File: src/rtl/assert_macros.svh
// Assertion macros shared by the RTL of the step pulse generator.
`ifndef ASSERT_MACROS_SVH
`define ASSERT_MACROS_SVH

// Same-cycle implication, checked on the rising edge of clk and off while reset is held.
`define MSG_ASSERT_IMPL(label, ante, cons, msg) \
  label: assert property (@(posedge clk) disable iff (!rst_n) (ante) |-> (cons)) \
    else $error(msg);

// Next-cycle implication, checked on the rising edge of clk and off while reset is held.
`define MSG_ASSERT_NEXT(label, ante, cons, msg) \
  label: assert property (@(posedge clk) disable iff (!rst_n) (ante) |=> (cons)) \
    else $error(msg);

`endif

File: src/rtl/msg_pkg.sv
// Types, constants and helpers shared by the step pulse generator modules.
package msg_pkg;

  localparam int NUM_MOTORS  = 3;
  localparam int MOTOR_SLOTS = 3;
  localparam int MOTOR_IDX_W = 2;
  localparam int REQ_W       = 3;
  localparam int AMOUNT_W    = 16;
  localparam int PATH_W      = 32;
  localparam int DELAY_W     = 16;
  localparam int RELOAD_W    = 12;
  localparam int SPR_W       = 16;
  localparam int DIVISOR_W   = 32;
  localparam int DIVIDEND_W  = 26;
  localparam int MIN_DELAY_SHIFT = 4;

  localparam logic [DELAY_W-1:0]    MIN_DELAY     = DELAY_W'(16);
  localparam logic [DELAY_W-1:0]    DELAY_MAX     = DELAY_W'(65535);
  localparam logic [DIVIDEND_W-1:0] US_PER_MINUTE = DIVIDEND_W'(60000000);
  localparam logic [SPR_W-1:0]      SPR_RESET     = SPR_W'(200);

  // Request codes
  localparam logic [REQ_W-1:0] REQ_TICK       = 3'd0;
  localparam logic [REQ_W-1:0] REQ_SET_DIR    = 3'd1;
  localparam logic [REQ_W-1:0] REQ_SET_DELAY  = 3'd2;
  localparam logic [REQ_W-1:0] REQ_SET_RPM    = 3'd3;
  localparam logic [REQ_W-1:0] REQ_RESET_PATH = 3'd4;
  localparam logic [REQ_W-1:0] REQ_READ_PATH  = 3'd5;

  // Configuration register indexes
  localparam int CFG_ADDR_W = 2;
  localparam int CFG_DATA_W = 16;
  localparam logic [CFG_ADDR_W-1:0] CFG_SPR0    = 2'd0;
  localparam logic [CFG_ADDR_W-1:0] CFG_SPR1    = 2'd1;
  localparam logic [CFG_ADDR_W-1:0] CFG_SPR2    = 2'd2;
  localparam logic [CFG_ADDR_W-1:0] CFG_DIR_INV = 2'd3;

  typedef struct packed {
    logic [REQ_W-1:0]       req_type;
    logic [MOTOR_IDX_W-1:0] motor_index;
    logic                   backward;
    logic [AMOUNT_W-1:0]    amount;
  } msg_in_t;

  typedef struct packed {
    logic [MOTOR_SLOTS-1:0]   step_pins;
    logic [MOTOR_SLOTS-1:0]   dir_pins;
    logic signed [PATH_W-1:0] path_value;
    logic                     bad_motor;
  } msg_out_t;

  typedef struct packed {
    logic busy;
    logic done;
  } msg_div_stat_t;

  // Delay in microseconds to reload count: small nonzero delays are raised to the minimum.
  function automatic logic [RELOAD_W-1:0] reload_of(input logic [DELAY_W-1:0] delay);
    logic [DELAY_W-1:0] d;
    d = delay;
    if ((d != '0) && (d < MIN_DELAY)) begin
      d = MIN_DELAY;
    end
    return RELOAD_W'(d >> MIN_DELAY_SHIFT);
  endfunction

endpackage

File: src/rtl/msg_divider.sv
// Bit-serial restoring divider of the microseconds-per-minute constant by a 32-bit divisor.
module msg_divider
  import msg_pkg::*;
(
  input  logic                  clk,
  input  logic                  rst_n,
  input  logic                  start,
  input  logic [DIVISOR_W-1:0]  divisor,
  output msg_div_stat_t         stat,
  output logic [DIVIDEND_W-1:0] quotient
);

  localparam int CNT_W = $clog2(DIVIDEND_W);

  typedef enum logic [2:0] {
    DIV_IDLE = 3'b001,
    DIV_RUN  = 3'b010,
    DIV_DONE = 3'b100
  } div_state_t;

  div_state_t state_r, state_nxt;
  logic [CNT_W-1:0]      cnt_r, cnt_nxt;
  logic [DIVISOR_W-1:0]  div_r;
  logic [DIVISOR_W-1:0]  rem_r, rem_nxt;
  logic [DIVIDEND_W-1:0] dq_r, dq_nxt;
  logic [DIVISOR_W:0]    rem_shift;
  logic [DIVISOR_W:0]    diff;
  logic                  ge;

  // One quotient bit per cycle: the dividend leaves dq_r at the top as the quotient enters below.
  assign rem_shift = {rem_r, dq_r[DIVIDEND_W-1]};
  assign ge        = rem_shift >= {1'b0, div_r};
  assign diff      = rem_shift - {1'b0, div_r};

  always_comb begin
    state_nxt = state_r;
    cnt_nxt   = cnt_r;
    rem_nxt   = rem_r;
    dq_nxt    = dq_r;
    case (state_r)
      DIV_RUN: begin
        rem_nxt = ge ? diff[DIVISOR_W-1:0] : rem_shift[DIVISOR_W-1:0];
        dq_nxt  = {dq_r[DIVIDEND_W-2:0], ge};
        cnt_nxt = cnt_r - CNT_W'(1);
        if (cnt_r == '0) begin
          state_nxt = DIV_DONE;
        end
      end
      DIV_IDLE, DIV_DONE: begin
      end
      default: begin
        state_nxt = DIV_IDLE;
      end
    endcase
    if (start) begin
      state_nxt = DIV_RUN;
      cnt_nxt   = CNT_W'(DIVIDEND_W - 1);
      rem_nxt   = '0;
      dq_nxt    = US_PER_MINUTE;
    end
  end

  always_ff @(posedge clk) begin
    if (!rst_n) begin
      state_r <= DIV_IDLE;
      cnt_r   <= '0;
    end else begin
      state_r <= state_nxt;
      cnt_r   <= cnt_nxt;
    end
  end

  always_ff @(posedge clk) begin
    rem_r <= rem_nxt;
    dq_r  <= dq_nxt;
    if (start) begin
      div_r <= divisor;
    end
  end

  assign stat.busy = (state_r == DIV_RUN);
  assign stat.done = (state_r == DIV_DONE);
  assign quotient  = dq_r;

endmodule

File: src/rtl/multi_stepper_step_generator_unit.sv
// Top level of the three-motor step pulse generator with its request and result channels.
//
//  Channel  | Direction | Handshake           | Payload
//  ---------+-----------+---------------------+--------------------------------------------
//  in_      | input     | in_valid / in_stall   | msg_in_t: req_type, motor_index, ...
//  out_     | output    | out_valid / out_stall | msg_out_t: step_pins, dir_pins, ...
//  cfg_     | input     | cfg_we              | cfg_addr register index, cfg_wdata value
//
// A request other than set rpm passes through the command register and then the result register.
// For a set rpm request, the 26-bit quotient of 60000000 by the product of rpm
// and steps per revolution comes out of the serial divider one bit per cycle.
// One item is held in the command register while the previous result waits at the output.
// Reset is synchronous and active low; it clears all motor state and sets the configuration to its reset values.
// A stalled output holds its result; the held command then waits before updating state.
`include "assert_macros.svh"

module multi_stepper_step_generator_unit
  import msg_pkg::*;
(
  input  logic                  clk,
  input  logic                  rst_n,
  input  logic                  in_valid,
  output logic                  in_stall,
  input  msg_in_t               in_data,
  output logic                  out_valid,
  input  logic                  out_stall,
  output msg_out_t              out_data,
  input  logic                  cfg_we,
  input  logic [CFG_ADDR_W-1:0] cfg_addr,
  input  logic [CFG_DATA_W-1:0] cfg_wdata
);

  // Configuration registers
  logic [SPR_W-1:0]       spr_r [MOTOR_SLOTS];
  logic [MOTOR_SLOTS-1:0] inv_r;

  // Per-motor state
  logic [PATH_W-1:0]   path_r     [NUM_MOTORS];
  logic [PATH_W-1:0]   path_nxt   [NUM_MOTORS];
  logic [RELOAD_W-1:0] cnt_r      [NUM_MOTORS];
  logic [RELOAD_W-1:0] cnt_nxt    [NUM_MOTORS];
  logic [RELOAD_W-1:0] reload_r   [NUM_MOTORS];
  logic [RELOAD_W-1:0] reload_nxt [NUM_MOTORS];
  logic [NUM_MOTORS-1:0] dir_back_r, dir_back_nxt;
  logic [NUM_MOTORS-1:0] level_r, level_nxt;

  // Command register, holding one accepted item until its result is written out
  logic    cmd_valid_r, cmd_valid_nxt;
  msg_in_t cmd_r;
  logic    prod_zero_r;

  // Result register
  logic     out_valid_r, out_valid_nxt;
  msg_out_t out_data_r;
  msg_out_t result;

  logic                  accept_in;
  logic                  cmd_done;
  logic                  cmd_motor_ok;
  logic                  cmd_is_rpm;
  logic                  in_motor_ok;
  logic                  div_start;
  logic [SPR_W-1:0]      spr_sel;
  logic [DIVISOR_W-1:0]  prod;
  msg_div_stat_t         div_stat;
  logic [DIVIDEND_W-1:0] quot;
  logic [DELAY_W-1:0]    rpm_delay;
  logic [RELOAD_W-1:0]   rpm_reload;
  logic [RELOAD_W-1:0]   delay_reload;

  // ---------------------------------------------------------------------------------------
  // Handshake. The command register takes a new item whenever it is empty or its present
  // item completes in this cycle, so an item can wait here while a result waits at the output.
  // ---------------------------------------------------------------------------------------
  assign in_motor_ok  = {1'b0, in_data.motor_index} < (MOTOR_IDX_W + 1)'(NUM_MOTORS);
  assign cmd_motor_ok = {1'b0, cmd_r.motor_index} < (MOTOR_IDX_W + 1)'(NUM_MOTORS);
  assign cmd_is_rpm   = (cmd_r.req_type == REQ_SET_RPM) && cmd_motor_ok;

  assign cmd_done  = cmd_valid_r && (!cmd_is_rpm || div_stat.done) &&
                     (!out_valid_r || !out_stall);
  assign in_stall  = cmd_valid_r && !cmd_done;
  assign accept_in = in_valid && !in_stall;

  assign cmd_valid_nxt = accept_in || (cmd_valid_r && !cmd_done);
  assign out_valid_nxt = cmd_done || (out_valid_r && out_stall);

  // ---------------------------------------------------------------------------------------
  // Set rpm: the product of rpm and steps per revolution is formed as the item is accepted
  // and registered in the divider, which then works through the quotient bit by bit.
  // ---------------------------------------------------------------------------------------
  always_comb begin
    spr_sel = '0;
    for (int i = 0; i < MOTOR_SLOTS; i++) begin
      if (in_data.motor_index == MOTOR_IDX_W'(i)) begin
        spr_sel = spr_r[i];
      end
    end
  end

  assign prod      = DIVISOR_W'(in_data.amount) * DIVISOR_W'(spr_sel);
  assign div_start = accept_in && (in_data.req_type == REQ_SET_RPM) && in_motor_ok;

  msg_divider u_div (
    .clk      (clk),
    .rst_n    (rst_n),
    .start    (div_start),
    .divisor  (prod),
    .stat     (div_stat),
    .quotient (quot)
  );

  // A zero product stops the motor; a quotient above the 16-bit range saturates.
  always_comb begin
    if (prod_zero_r) begin
      rpm_delay = '0;
    end else if (quot[DIVIDEND_W-1:DELAY_W] != '0) begin
      rpm_delay = DELAY_MAX;
    end else begin
      rpm_delay = quot[DELAY_W-1:0];
    end
  end

  assign rpm_reload   = reload_of(rpm_delay);
  assign delay_reload = reload_of(cmd_r.amount);

  // ---------------------------------------------------------------------------------------
  // Motor state update, applied in the cycle the held item completes.
  // ---------------------------------------------------------------------------------------
  always_comb begin
    for (int i = 0; i < NUM_MOTORS; i++) begin
      path_nxt[i]     = path_r[i];
      cnt_nxt[i]      = cnt_r[i];
      reload_nxt[i]   = reload_r[i];
      dir_back_nxt[i] = dir_back_r[i];
      level_nxt[i]    = level_r[i];
      if (cmd_done) begin
        case (cmd_r.req_type)
          REQ_TICK: begin
            if (cnt_r[i] != '0) begin
              cnt_nxt[i] = cnt_r[i] - RELOAD_W'(1);
            end else begin
              if (reload_r[i] != '0) begin
                level_nxt[i] = ~level_r[i];
                path_nxt[i]  = dir_back_r[i] ? (path_r[i] - PATH_W'(1))
                                             : (path_r[i] + PATH_W'(1));
              end
              cnt_nxt[i] = reload_r[i];
            end
          end
          REQ_SET_DIR: begin
            if (cmd_r.motor_index == MOTOR_IDX_W'(i)) begin
              dir_back_nxt[i] = cmd_r.backward;
            end
          end
          REQ_SET_DELAY: begin
            if (cmd_r.motor_index == MOTOR_IDX_W'(i)) begin
              reload_nxt[i] = delay_reload;
            end
          end
          REQ_SET_RPM: begin
            if (cmd_r.motor_index == MOTOR_IDX_W'(i)) begin
              reload_nxt[i] = rpm_reload;
            end
          end
          REQ_RESET_PATH: begin
            if (cmd_r.motor_index == MOTOR_IDX_W'(i)) begin
              path_nxt[i] = '0;
            end
          end
          default: begin
          end
        endcase
      end
    end
  end

  // Result: pin levels after the update, the path only for a valid read request.
  always_comb begin
    result = '0;
    for (int i = 0; i < NUM_MOTORS; i++) begin
      result.step_pins[i] = level_nxt[i];
      result.dir_pins[i]  = ~dir_back_nxt[i] ^ inv_r[i];
      if ((cmd_r.req_type == REQ_READ_PATH) && (cmd_r.motor_index == MOTOR_IDX_W'(i))) begin
        result.path_value = path_r[i];
      end
    end
    result.bad_motor = (cmd_r.req_type inside {[REQ_SET_DIR:REQ_READ_PATH]}) && !cmd_motor_ok;
  end

  // ---------------------------------------------------------------------------------------
  // Registers
  // ---------------------------------------------------------------------------------------
  always_ff @(posedge clk) begin
    if (!rst_n) begin
      cmd_valid_r <= 1'b0;
      out_valid_r <= 1'b0;
      dir_back_r  <= '0;
      level_r     <= '0;
      for (int i = 0; i < NUM_MOTORS; i++) begin
        path_r[i]   <= '0;
        cnt_r[i]    <= '0;
        reload_r[i] <= '0;
      end
    end else begin
      cmd_valid_r <= cmd_valid_nxt;
      out_valid_r <= out_valid_nxt;
      dir_back_r  <= dir_back_nxt;
      level_r     <= level_nxt;
      for (int i = 0; i < NUM_MOTORS; i++) begin
        path_r[i]   <= path_nxt[i];
        cnt_r[i]    <= cnt_nxt[i];
        reload_r[i] <= reload_nxt[i];
      end
    end
  end

  always_ff @(posedge clk) begin
    if (accept_in) begin
      cmd_r       <= in_data;
      prod_zero_r <= (in_data.amount == '0) || (spr_sel == '0);
    end
    if (cmd_done) begin
      out_data_r <= result;
    end
  end

  // Configuration writes
  always_ff @(posedge clk) begin
    if (!rst_n) begin
      for (int i = 0; i < MOTOR_SLOTS; i++) begin
        spr_r[i] <= SPR_RESET;
      end
      inv_r <= '0;
    end else if (cfg_we) begin
      case (cfg_addr)
        CFG_SPR0:    spr_r[0] <= cfg_wdata[SPR_W-1:0];
        CFG_SPR1:    spr_r[1] <= cfg_wdata[SPR_W-1:0];
        CFG_SPR2:    spr_r[2] <= cfg_wdata[SPR_W-1:0];
        CFG_DIR_INV: inv_r    <= cfg_wdata[MOTOR_SLOTS-1:0];
        default: begin
        end
      endcase
    end
  end

  assign out_valid = out_valid_r;
  assign out_data  = out_data_r;

  // ---------------------------------------------------------------------------------------
  // Assertions
  // ---------------------------------------------------------------------------------------
  // The divider only runs on behalf of a held set rpm item.
  `MSG_ASSERT_IMPL(a_div_owner, div_stat.busy, cmd_valid_r && (cmd_r.req_type == REQ_SET_RPM), "divider runs without a set rpm item")
  // A set rpm item never completes before its quotient is ready.
  `MSG_ASSERT_IMPL(a_rpm_wait, cmd_done && cmd_is_rpm, div_stat.done, "set rpm item completed before the divider finished")
  // A flagged motor index never carries a path value.
  `MSG_ASSERT_IMPL(a_bad_no_path, out_valid_r && out_data_r.bad_motor, out_data_r.path_value == '0, "bad motor result carries a path value")
  // Starting a division leaves the divider busy in the next cycle.
  `MSG_ASSERT_NEXT(a_div_starts, div_start, div_stat.busy && !div_stat.done, "divider did not start")

endmodule

File: config.mk
export PLATFORM = sky130hd
export DESIGN_NAME = multi_stepper_step_generator_unit
export DESIGN_NICKNAME = d
export VERILOG_FILES = /design/src/rtl/msg_pkg.sv /design/src/rtl/msg_divider.sv /design/src/rtl/multi_stepper_step_generator_unit.sv
export VERILOG_INCLUDE_DIRS = /design/src /design/src/rtl
export SDC_FILE = /design/constraint.sdc
export NUM_CORES = 2
export LEC_CHECK = 0
export BUFFER_PORTS_ARGS = -buffer_cell sky130_fd_sc_hd__buf_4
export CAP_MARGIN = 15
export CORE_UTILIZATION = 45
export CTS_BUF_LIST = sky130_fd_sc_hd__clkbuf_8
export CTS_CLUSTER_SIZE = 24
export DETAILED_ROUTE_END_ITERATION = 10
export SYNTH_ARGS = -nofsm -noshare
export SYNTH_HDL_FRONTEND = slang
export SYNTH_SLANG_ARGS = --single-unit
File: constraint.sdc
create_clock -name clk -period 16.1 [get_ports clk]
set_input_delay 3.22 -clock clk [delete_from_list [all_inputs] [get_ports clk]]
set_output_delay 3.22 -clock clk [all_outputs]
set_load 0.03 [all_outputs]
==> flow_summary.toml <==
[outcome]
status = "completed"

[synthesis]
synth_compound_area_share_pct = 16.7
synth_nets = 3963
synth_top_family_by_area = "adder cells"
synthCells = 3486
yosysWarningCount = 0
synthMuxAreaShare_pct = 2.90
yosys.area_share.simple_pct = 17.7
yosys.area_share.adder_pct = 22.7
synth-xor-area-share_pct = 3.80
async_flop_share_pct = 0
synth_edf_count = 142
synth_area_um2 = 30400
ys_types = 88
ys_seq_elements = 387
avgSynthCellArea_um2 = 8.73
synthFlopType = "dfxtp_1"
yosysSeqAreaShare_pct = 30.1

[clock_tree]
post-cts-setup-buffer-count = 0
cts_tree = "built"
ctsResizeCount = 0
clk_path_buf_depth = 3
cts_root_buf = "clkbuf_8"
htree_levels = 3
cts.sinks = 387
path_clk_slew_ns = 0.06
ctsHoldBuffers = 0
clk-insertion-delay-late_ns = 0.66
cts_buffers = 72

[route]
dr.pass1.iters = 7
drt-total-wl_um = 77400
route.detailed.wl_per_inst_um = 17.4
drtIter0Drc = 1513
met3_length_um = 3360
wl_met1_um = 37400
highest_layer = "met4"
drcViolationCount = 0
vias = 24500
drt-vias-per-instance = 5.51
wl_met2_um = 35000
postRouteAntennaNets = 0

[power_and_ir_drop]
seqPwrFrac_pct = 27.7
vdd_drop_max_uv = 192
clockPowerShare_pct = 21.4
combPwrFrac_pct = 50.9
leakagePower_nw = 14.5
switchingPower_mw = 1.75
switching_share_pct = 40.8
p_per_area_nw_per_um2 = 129
internal_power_mw = 2.54

[die]
num_rows = 94
initial_utilization_pct = 45.9
core_area_um2 = 66300
die_w_um = 262
die-area_um2 = 68600
io_pins = 86
dieHeight_um = 262

[setup_path]
end_kind = "flip-flop"
r2r_cells = 22
critical_path_class = "input port to flip-flop"
cp-start-kind = "input port"
critPathRequiredTime_ns = 16.50
worstPathMaxFanout = 19
worstPathArrival_ns = 10.11

[global_routing]
grt_overflow = 0
grt_pass1_vias = 23600
grt_pass1_wl_um = 126000
grt_use_total_pct = 22.8
grt_max_degree = 74
antenna_found_initial = 3

[sta]
finalSetupViolations = 0
setup_tns_ns = 0
maxSlewHeadroom_pct = 35.5
skew_ns = 0.0327
hold_ws_ns = 0.466
rsz0062_at_grt = "no"
period_minus_slack_ns = 9.70
max_clock_freq_mhz = 103
hold_viol = 0
slew_violations = 0
finalCritPeriodShare_pct = 60.3
tightestPinTransition_ns = 0.967

[final_layout]
fin_area_um2 = 33200
nFillCells = 6422
area_growth_pct = 9.08
nets = 3999
drive_gt1_share_pct = 7.74

[job]
drv_cap = 0

[placed_design]
dp_hpwl_um = 56100
postPlaceCellArea_um2 = 31800
port_buffers = 85
globalplace.congestion = 0.861

[worst_hold_path]
holdPathStages = 2
hold_class = "flip-flop to flip-flop"
[cell families after synthesis]
group,Yosys count
buffers and inverters,485
adder cells (fa/ha/maj),432
flip-flops,387
XOR/XNOR,132
multiplexers,88
AND/OR/NAND/NOR,1154
AO/OA/AOI/OAI,808
[Yosys cell counts, drive strengths merged, types with 16 or more instances]
cell type / n / share of area, %
a211oi: 72 / 1.8
a21o: 76 / 1.9
a21oi: 281 / 4.7
a22oi: 28 / 0.69
a31oi: 24 / 0.49
and2: 141 / 2.9
and3: 16 / 0.33
buf: 25 / 0.47
clkbuf: 140 / 1.7
dfxtp: 245 / 16
edfxtp: 142 / 14
fa: 198 / 13
ha: 234 / 9.6
inv: 320 / 3.9
mux2i: 86 / 2.8
nand2: 402 / 5.0
nand2b: 27 / 0.56
nand3: 66 / 1.1
nand4: 25 / 0.51
nor2: 301 / 3.7
nor2b: 28 / 0.58
nor3: 60 / 1.0
nor4: 44 / 0.90
o211ai: 17 / 0.44
o21a: 26 / 0.64
o21ai: 187 / 3.1
xnor2: 70 / 2.0
xor2: 62 / 1.8
[through the flow]
stage / utilization [%] / setup WS (ns) / total power [mW] / std cells
2_1_floorplan: - / 6.08 / 2.89 / 3486
3_3_place_gp: 47.9 / 5.92 / 3.39 / 4310
3_5_place_dp: 47.9 / 5.83 / 3.41 / 4310
4_1_cts: 50.0 / 6.53 / 4.35 / 4442
5_1_grt: 50.0 / 5.99 / 4.69 / 4445
6_report: 50.0 / 6.40 / 4.30 / 4445
[power groups by stage]
| stage | combinational [mW] | sequential, mW | clock, mW |
|---|---|---|---|
| 3_3_place_gp | 2.18 | 1.21 | 0 |
| 5_1_grt | 2.51 | 1.19 | 0.987 |
| 4_1_cts | 2.21 | 1.19 | 0.947 |
| 2_1_floorplan | 1.68 | 1.21 | 0 |
| 3_5_place_dp | 2.20 | 1.21 | 0 |
| 6_report | 2.19 | 1.19 | 0.919 |
[per-layer routing]
metal	up-vias	track usage, %
met5	-	0
met4	0	6.17
met3	109	3.02
met2	520	36.1
met1	11800	32.8
li1	12100	-
[flip-flops by register name (all words and copies together) (netlist names)]
register,count
u_div.state_r,3
cmd_r,22
path_r,96
dir_back_r,3
out_valid,1
cmd_valid_r,1
reload_r,36
u_div.quotient,26
inv_r,3
u_div.cnt_r,5
u_div.div_r,32
prod_zero_r,1
spr_r,48
u_div.rem_r,32
cnt_r,36
out_data,39
level_r,3
[cell usage in the layout, fill, tap and decap left out, types with 26 or more instances in the layout]
| cell type | Yosys | layout |
|---|---|---|
| a211oi_1 | 69 | 69 |
| a21o_1 | 76 | 76 |
| a21oi_1 | 277 | 276 |
| a22oi_1 | 28 | 28 |
| and2_1 | 141 | 141 |
| buf_4 | 2 | 126 |
| clkbuf_8 | 0 | 77 |
| dfxtp_1 | 245 | 245 |
| edfxtp_1 | 142 | 142 |
| fa_1 | 198 | 198 |
| ha_1 | 234 | 234 |
| inv_1 | 320 | 335 |
| mux2i_1 | 86 | 86 |
| nand2_1 | 402 | 402 |
| nand2b_1 | 27 | 27 |
| nand3_1 | 65 | 65 |
| nor2_1 | 299 | 298 |
| nor2b_1 | 28 | 27 |
| nor3_1 | 58 | 58 |
| nor4_1 | 44 | 44 |
| o21a_1 | 26 | 26 |
| o21ai_0 | 155 | 152 |
| o21ai_1 | 29 | 30 |
| xnor2_1 | 70 | 70 |
| xor2_1 | 62 | 62 |
[final cells by class]
cell class / instances / area [um^2] / area share, %
clock inverters: 55 / 304 / 0.916
diodes: 1 / 2.50 / 0.00754
well taps: 864 / 1080 / 3.26
inverters: 320 / 1200 / 3.63
flip-flops and latches: 387 / 9170 / 27.6
clock buffers: 77 / 1060 / 3.19
multi-input cells: 2614 / 19400 / 58.5
repair buffers: 127 / 951 / 2.87
[worst max-delay path, cell delays in order]
cell       delay (ns)
buf_4            0.25
nor2b_1          0.46
buf_4            0.27
nand2_1          0.07
o21ai_0          0.08
buf_4            0.25
and2_1           0.17
fa_1             0.41
inv_1            0.08
fa_1             0.44
fa_1             0.52
inv_1            0.05
fa_1             0.49
fa_1             0.49
inv_1            0.04
fa_1             0.47
inv_1            0.04
ha_1             0.35
a2111oi_0        0.62
a31oi_1          0.27
nor4_1           0.28
nor2_1           0.15
a221oi_1         0.32
a21oi_1          0.13
xnor2_1          0.14
[path summary, 6_finish.rpt]
kind | startpoint | slack, ns | end
hold reg to reg | u_div.quotient[2] | 0.47 | u_div.quotient[3]
hold / removal | u_div.quotient[2] | 0.47 | u_div.quotient[3]
setup / recovery | in_data[18] | 6.40 | u_div.div_r[31]
setup reg to reg | spr_r[0][21] | 9.36 | u_div.div_r[31]
Note: power is estimated with default switching activity, not from simulation.
